### config.mk
export PLATFORM = sky130hd
export DESIGN_NAME = ede_store
export DESIGN_NICKNAME = d
export VERILOG_FILES = /design/src/hw/rtl/ede_pkg.sv /design/src/hw/rtl/ede_store.sv
export SDC_FILE = /design/constraint.sdc
export NUM_CORES = 1
export LEC_CHECK = 0
export BUFFER_PORTS_ARGS = -buffer_cell sky130_fd_sc_hd__buf_2
export CAP_MARGIN = 20
export CORE_ASPECT_RATIO = 0.8
export CORE_MARGIN = 2
export CORE_UTILIZATION = 63
export DETAILED_ROUTE_END_ITERATION = 16
export PLACE_DENSITY = 0.86
export SYNTH_ARGS = -nofsm -noshare
export SYNTH_HDL_FRONTEND = slang
export SYNTH_SLANG_ARGS = --single-unit
### constraint.sdc
create_clock -name clk -period 2.85 [get_ports clk]
set_input_delay 0.57 -clock clk [delete_from_list [all_inputs] [get_ports clk]]
set_output_delay 0.57 -clock clk [all_outputs]
set_load 0.01 [all_outputs]
### src/hw/rtl/ede_pkg.sv
// Shared constants, codes and types of the edit distance engine.
`default_nettype none
package ede_pkg;
	localparam int MAX_LEN = 64;
	localparam int LEN_W   = $clog2(MAX_LEN + 1);
	localparam int ADDR_W  = (MAX_LEN > 1) ? $clog2(MAX_LEN) : 1;
	localparam int SYM_W   = 8;
	localparam int MODE_W  = 2;
	localparam int DIST_W  = 7;

	localparam logic [MODE_W-1:0] MODE_FIRST  = 2'd0;
	localparam logic [MODE_W-1:0] MODE_SECOND = 2'd1;
	localparam logic [MODE_W-1:0] MODE_FINISH = 2'd2;
	localparam logic [MODE_W-1:0] MODE_NOP    = 2'd3;

	typedef struct packed {
		logic              rd_en;
		logic [ADDR_W-1:0] rd_addr;
		logic              wr_en;
		logic [ADDR_W-1:0] wr_addr;
		logic              wr_sym_en;
		logic [SYM_W-1:0]  wr_sym;
		logic [LEN_W-1:0]  wr_row;
	} mem_req_t;

	typedef struct packed {
		logic [DIST_W-1:0] distance;
		logic              overflow;
	} res_t;
endpackage
`default_nettype wire

### src/hw/rtl/ede_store.sv
// First-string memory and distance row memory, one read and one write port each.
`default_nettype none
module ede_store
	import ede_pkg::*;
(
	input  wire logic             clk,
	input  wire mem_req_t         req,
	output logic [SYM_W-1:0]      rd_sym,
	output logic [LEN_W-1:0]      rd_row
);
	logic [SYM_W-1:0] sym_mem [MAX_LEN];
	logic [LEN_W-1:0] row_mem [MAX_LEN];

	always_ff @(posedge clk) begin
		if (req.wr_en) begin
			row_mem[req.wr_addr] <= req.wr_row;
		end
		if (req.wr_en && req.wr_sym_en) begin
			sym_mem[req.wr_addr] <= req.wr_sym;
		end
	end

	always_ff @(posedge clk) begin
		if (req.rd_en) begin
			rd_sym <= sym_mem[req.rd_addr];
			rd_row <= row_mem[req.rd_addr];
		end
	end
endmodule
`default_nettype wire

==> Implementation_results.wiki, run 1 <==
{| class="wikitable"
! Metric !! Value
|-
| Fill cell total of the finished layout || 3174
|-
| Number of max-cap violations || 0
|-
| Origin of the critical flop-to-flop path || row_mem[55][0]
|-
| Maximum level of the CTS H-tree || 3
|-
| Post-synthesis net count || 1939
|-
| Overflow after GRT || 0
|-
| Crit end category || flop
|-
| Clock network latency to the later pin of the worst-skew pair || 660 ps
|-
| Total wirelength of the detailed-routed design || 97630 um
|-
| Delay of the slowest critical-path stage || 580 ps
|-
| Number of buffers created by CTS || 86
|-
| TritonCTS clock tree || built
|-
| Final Worst Setup Slack || 419.0 ps
|-
| Die Span Y || 223.7 um
|-
| Number of primary I/O pins || 46
|-
| Worst-case clock skew || 24.81 ps
|-
| Largest cells by area after synthesis || sky130_fd_sc_hd__edfxtp_1 77%, sky130_fd_sc_hd__mux4_2 8.6%, sky130_fd_sc_hd__mux2i_1 5.3%
|-
| Kind of cell adding the most delay to the critical path || simple AND/OR/NAND/NOR gates
|-
| Cell total after placement || 2922
|-
| Post-synthesis instance area || 38010 sq um
|-
| Fraction of the core area covered by cells at the end of the flow || 73.32%
|-
| Number of buffers between clock root and the deepest sink || 3
|-
| Crit path max fanout || 31
|-
| Die Footprint || 62320 sq um
|-
| Total power divided by cell area || 658.9 nW/um^2
|-
| Router iterations before antenna repair || 5
|-
| Post-route ant nets || 0
|-
| Initial DRC count || 3593
|-
| Avg Synthesized Cell Area || 19.92 sq um
|-
| Cell taking the most area after synthesis || sky130_fd_sc_hd__edfxtp_1
|-
| Critical path buffer and inverter count || 3
|-
| CTS root buffer || sky130_fd_sc_hd__clkbuf_16
|-
| CP Cell Sequence || buf_6 -> buf_4 -> nor2b_1 -> buf_4 -> a221oi_1 -> o21ai_0 -> o21ai_0 -> or4_1
|-
| Post-synthesis cell type count || 41
|-
| Total leakage power || 14.81 nW
|-
| Share of the clock period used by the worst path after layout || 85.30%
|-
| Final HPWL from detailed placement || 61620 um
|-
| Via Count || 21296
|-
| Vias in the first global route || 21414
|-
| Nets@finish || 2263
|-
| Detail-routed via count per cell || 6.923
|-
| Number of setup violations in the final report || 0
|-
| Hold/Removal Path Class || in2reg
|-
| Crit path from || req[24]
|-
| #FFs+latches synth || 975
|-
| Setup repair after global routing missed its margin || no
|-
| Count of buffers from port buffering || 45
|-
| Maximum clock frequency || 0.4114 GHz
|-
| Sequential fraction of the synthesis area || 77.03%
|-
| Total of hold buffers inserted after clock tree synthesis || 0
|-
| Worst-margin pin slew || 916.8 ps
|-
| Synth-to-layout area growth || 15.09%
|-
| Worst slack at placement || -56.09 ps
|-
| Width of the die || 278.6 um
|-
| Final Hold Vio Count || 0
|-
| Run status || complete, no violations
|-
| Maximum resistive drop on vdd || 0.0006453 V
|-
| Effective utilization at floorplan || 63.71%
|-
| Time the worst path needs with I/O delays and setup || 2431 ps
|-
| Top cell type's share of synthesized area || 77.03%
|-
| First-pass GRT wire length || 142000 um
|-
| Kind of start point of the critical path || input pin
|-
| Setup Crit Path Kind || in2reg
|-
| Total core area || 59660 sq um
|-
| Pin count of the biggest net entering global routing || 65
|-
| CTS resizes || 0
|-
| Buffers inserted by post-CTS timing repair || 0
|-
| Setup TNS Final || 0 ps
|-
| Required time of the worst setup path || 3220 ps
|-
| Final estimated routing congestion in global placement || 0.9342
|-
| Number of remaining DRC errors || 0
|-
| Drt wl/cell || 31.74 um
|-
| Synth warn || 0
|-
| Start point of the worst hold path || req[13]
|-
| Global-route total usage across every layer || 31.83%
|-
| Number of slew-limit violations in the final report || 0
|-
| Cells after synthesis || 1908
|-
| Final Non-Filler Cells || 3076
|-
| Share of post-route cells with drive strength above 1 || 26.83%
|-
| Row Count || 80
|-
| Clock slew at the register clock pins of the worst setup and hold paths || 70 ps
|-
| Initial antenna violation count || 1
|-
| Critical Path Slowest Stage Cell || sky130_fd_sc_hd__or4_1
|-
| Worst hold-check slack || 245.8 ps
|-
| Worst max-slew margin expressed relative to the limit || 38.88%
|-
| Clock sink count || 975
|-
| Critical path data arrival time || 2800 ps
|}
synth_stat cells:
library cell / count
sky130_fd_sc_hd__a2111oi_0: 9
sky130_fd_sc_hd__a211oi_1: 29
sky130_fd_sc_hd__a21oi_1: 29
sky130_fd_sc_hd__a221oi_1: 13
sky130_fd_sc_hd__a22o_1: 16
sky130_fd_sc_hd__a22oi_1: 56
sky130_fd_sc_hd__a31oi_1: 4
sky130_fd_sc_hd__and2_1: 3
sky130_fd_sc_hd__and3_1: 9
sky130_fd_sc_hd__buf_1: 3
sky130_fd_sc_hd__buf_2: 36
sky130_fd_sc_hd__buf_4: 14
sky130_fd_sc_hd__buf_6: 14
sky130_fd_sc_hd__buf_8: 4
sky130_fd_sc_hd__clkbuf_1: 38
sky130_fd_sc_hd__edfxtp_1: 975
sky130_fd_sc_hd__inv_1: 6
sky130_fd_sc_hd__mux2_2: 7
sky130_fd_sc_hd__mux2i_1: 202
sky130_fd_sc_hd__mux4_2: 145
sky130_fd_sc_hd__nand2_1: 24
sky130_fd_sc_hd__nand2b_1: 4
sky130_fd_sc_hd__nand3_1: 21
sky130_fd_sc_hd__nand3b_1: 4
sky130_fd_sc_hd__nand4_1: 6
sky130_fd_sc_hd__nor2_1: 143
sky130_fd_sc_hd__nor2_2: 1
sky130_fd_sc_hd__nor2b_1: 29
sky130_fd_sc_hd__nor3_1: 6
sky130_fd_sc_hd__nor4_1: 6
sky130_fd_sc_hd__nor4b_1: 4
sky130_fd_sc_hd__o211a_1: 4
sky130_fd_sc_hd__o211ai_1: 3
sky130_fd_sc_hd__o21ai_0: 11
sky130_fd_sc_hd__o21ai_1: 2
sky130_fd_sc_hd__o221ai_1: 16
sky130_fd_sc_hd__o22ai_1: 3
sky130_fd_sc_hd__or2_1: 1
sky130_fd_sc_hd__or3_1: 3
sky130_fd_sc_hd__or3b_2: 3
sky130_fd_sc_hd__or4_1: 2
area by class of cell:
type                            instances  area, sq um  share of cell area (%)
Sequential cell                       975        29280                   66.93
Multi-Input combinational cell        818         8053                   18.41
Timing Repair Buffer                  345         2753                   6.293
Clock buffer                          106         2291                   5.237
Clock inverter                         46        367.9                  0.8410
Tap cell                              779        974.7                   2.228
Inverter                                6        22.52                 0.05149
Antenna cell                            1        2.502                0.005721
registers in the layout (all words and copies together), names as in the netlist:
register / cells
rd_row: 7
sym_mem: 512
rd_sym: 8
row_mem: 448
metal layers:
metal | vias to the layer above | global-route usage (%) | part of all wire, %
met1 | 10727 | 43.67 | 36
met3 | 309 | 8.312 | 13
met4 | 2 | 12.38 | 4.4
met5 | - | 0 | 0.011
met2 | 1780 | 49.92 | 47
li1 | 8478 | - | -
layout by cell type, fill, tap and decap left out, types with 17 or more instances in the layout:
cell                        netlist  layout
sky130_fd_sc_hd__a211oi_1        29      29
sky130_fd_sc_hd__a21oi_1         29      29
sky130_fd_sc_hd__a22oi_1         56      56
sky130_fd_sc_hd__buf_12           0      20
sky130_fd_sc_hd__buf_2           36      42
sky130_fd_sc_hd__buf_4           14     280
sky130_fd_sc_hd__clkbuf_1        38      17
sky130_fd_sc_hd__clkbuf_16        0      89
sky130_fd_sc_hd__clkinv_1         0      21
sky130_fd_sc_hd__edfxtp_1       975     975
sky130_fd_sc_hd__mux2i_1        202     202
sky130_fd_sc_hd__mux4_2         145     145
sky130_fd_sc_hd__nand2_1         24      24
sky130_fd_sc_hd__nand3_1         21      21
sky130_fd_sc_hd__nor2_1         143     143
sky130_fd_sc_hd__nor2b_1         29      28
worst paths after layout:
check | to | slack [ps] | cells past startpoint
max reg2reg | rd_row[0] | 530 | 6
max | rd_sym[7] | 420 | 8
min | sym_mem[5][6] | 250 | 1
min reg2reg | rd_row[4] | 830 | 4
metrics by stage:
step | area [sq um] | total power [W]
after floorplan | 38010 | 0.01701
after global placement | 41060 | 0.01773
after detailed placement | 41060 | 0.01780
after CTS | 43720 | 0.02881
after global routing | 43740 | 0.02940
final | 43740 | 0.02882
logic make-up (layout without fill, tap and decap cells):
| kind of cell | after synthesis | in the layout | synth area share, % |
|---|---|---|---|
| other cells | 0 | 1 | 0 |
| flops | 975 | 975 | 77.03 |
| buf+inv | 115 | 503 | 1.788 |
| simple gates | 269 | 269 | 3.305 |
| mux | 354 | 354 | 14.12 |
| compound gates | 195 | 195 | 3.756 |
report_power, final:
part / internal (W) / switching (W)
Sequential: 0.0159 / 0.0000481
Combinational: 0.000612 / 0.00103
Clock: 0.00624 / 0.00502
Note: power is estimated with default switching activity, not from simulation.
==> run 2: changes to the inputs <==
- RECOVER_POWER: default -> 25
==> run 2 against run 1 <==
The run now ends with capacitance limit, slew limit left. Setup slack improved by 7.5 ps. Global-route usage did not move. Critical path type unchanged. Critical path depth fell by 6.
==> Implementation_results.wiki, run 2 (same netlist as run 1, synthesis figures left out) <==
{| class="wikitable"
! Metric !! Value
|-
| Delay of the slowest critical-path stage || 1700 ps
|-
| Width of the die || 278.6 um
|-
| Clock network latency to the later pin of the worst-skew pair || 660 ps
|-
| Number of remaining DRC errors || 0
|-
| Violated checks || capacitance limit, slew limit
|-
| Final standard cell area without fillers || 43680 sq um
|-
| Clock slew at the register clock pins of the worst setup and hold paths || 60 ps
|-
| Number of buffers created by CTS || 86
|-
| Vias in the first global route || 21414
|-
| Worst-margin pin slew || 2162 ps
|-
| Count of buffers from port buffering || 45
|-
| Total of hold buffers inserted after clock tree synthesis || 0
|-
| Number of slew-limit violations in the final report || 291
|-
| Worst max-slew margin expressed relative to the limit || -44.15%
|-
| Critical path data arrival time || 2550 ps
|-
| Nets@finish || 2263
|-
| Final Worst Setup Slack || 426.5 ps
|-
| Number of primary I/O pins || 46
|-
| Number of setup violations in the final report || 0
|-
| Die Span Y || 223.7 um
|-
| Critical Path Slowest Stage Cell || sky130_fd_sc_hd__dlymetal6s4s_1
|-
| Leading cell types in the layout, fill and taps excluded || 975 x sky130_fd_sc_hd__edfxtp_1, 273 x sky130_fd_sc_hd__buf_4, 202 x sky130_fd_sc_hd__mux2i_1
|-
| Number of buffers between clock root and the deepest sink || 3
|-
| Final HPWL from detailed placement || 61620 um
|-
| Global-route total usage across every layer || 31.83%
|-
| Synth-to-layout area growth || 14.93%
|-
| Top routing layer in use || met5
|-
| Met3 Routed Length || 12440 um
|-
| Worst slack at placement || -56.09 ps
|-
| Post-route ant nets || 0
|-
| Kind of cell adding the most delay to the critical path || buffers and inverters
|-
| Setup repair after global routing missed its margin || no
|-
| Maximum resistive drop on vdd || 0.0006501 V
|-
| CTS resizes || 0
|-
| Via Count || 21315
|-
| Flip-flop count of the largest register, all copies and words added || 512
|-
| Drt wl/cell || 31.74 um
|-
| Setup Crit Path Kind || in2reg
|-
| CTS root buffer || sky130_fd_sc_hd__clkbuf_16
|-
| Diode count || 0
|-
| Router iterations before antenna repair || 5
|-
| CP Cell Sequence || clkbuf_1 -> dlymetal6s4s_1
|-
| Cell total after placement || 2922
|-
| Total power divided by cell area || 659.9 nW/um^2
|-
| Leading cell type in the layout, fill and taps excluded || sky130_fd_sc_hd__edfxtp_1
|-
| Hold/Removal Path Class || in2reg
|-
| Die Footprint || 62320 sq um
|-
| Top Registers || sym_mem: 512 flops, row_mem: 448 flops, rd_sym: 8 flops
|-
| Length of routed met2 wiring || 45860 um
|-
| Total leakage power || 14.76 nW
|-
| Top reg by flops || sym_mem
|-
| Clock sink count || 975
|-
| Detail-routed via count per cell || 6.932
|-
| First-pass GRT wire length || 142000 um
|-
| TritonCTS clock tree || built
|-
| Worst-case clock skew || 21.43 ps
|-
| Kind of start point of the critical path || input pin
|-
| Final estimated routing congestion in global placement || 0.9342
|-
| Row Count || 80
|-
| Final Hold Vio Count || 0
|-
| Detailed-routing wirelength on met1 || 34940 um
|-
| Crit path max fanout || 56
|-
| Total core area || 59660 sq um
|-
| Buffers inserted by post-CTS timing repair || 0
|-
| Share of post-route cells with drive strength above 1 || 26.13%
|-
| Fill cell total of the finished layout || 3191
|-
| Effective utilization at floorplan || 63.71%
|-
| Time the worst path needs with I/O delays and setup || 2424 ps
|-
| Maximum level of the CTS H-tree || 3
|-
| Initial DRC count || 3604
|-
| Pin count of the biggest net entering global routing || 65
|-
| Required time of the worst setup path || 2980 ps
|-
| Post-Place Cell Area || 41060 sq um
|-
| Crit end category || flop
|-
| Overflow after GRT || 0
|-
| Share of the clock period used by the worst path after layout || 85.04%
|-
| Register-to-Register Setup Slack || 510 ps
|-
| Maximum clock frequency || 0.4126 GHz
|-
| Critical path buffer and inverter count || 2
|-
| Number of max-cap violations || 8
|-
| Initial antenna violation count || 1
|-
| Run status || finished with violations
|-
| Total wirelength of the detailed-routed design || 97600 um
|-
| Final Non-Filler Cells || 3075
|-
| Fraction of the core area covered by cells at the end of the flow || 73.22%
|-
| Worst hold-check slack || 301.2 ps
|}
run 2: worst paths after layout:
path                       start             end  cells after the start
setup reg to reg  row_mem[55][0]       rd_row[0]                      6
hold / removal           req[13]   sym_mem[5][6]                      1
setup / recovery         req[13]  sym_mem[14][6]                      2
hold reg to reg   row_mem[56][4]       rd_row[4]                      4
run 2: where the power goes:
group | internal (W) | switching [W] | leakage [nW] | total (W)
registers | 0.0159 | 0.0000488 | 8.78 | 0.0159
clock network | 0.00624 | 0.00502 | 1.31 | 0.0113
logic | 0.000602 | 0.00102 | 4.67 | 0.00163
total | 0.0227 | 0.00610 | 14.8 | 0.0288
run 2: layout make-up:
cell class,instances,area (sq um),share of cell area (%)
flip-flops and latches,975,29280,67.03
well taps,779,974.7,2.231
clock inverters,46,367.9,0.8421
inverters,6,22.52,0.05156
multi-input cells,818,8053,18.44
clock buffers,106,2291,5.245
repair buffers,345,2694,6.167
run 2: routing by layer:
| metal | global-route usage (%) | up-vias |
|---|---|---|
| met3 | 8.312 | 305 |
| met2 | 49.92 | 1770 |
| met4 | 12.38 | 2 |
| li1 | - | 8490 |
| met1 | 43.67 | 10748 |
| met5 | 0 | - |
run 2: stage by stage:
stage / TNS (ps) / power [W]
finish: 0 / 0.02883
global route: 0 / 0.02940
CTS: 0 / 0.02881
detailed placement: -138.7 / 0.01780
global placement: -25.57 / 0.01773
floorplan: 0 / 0.01701
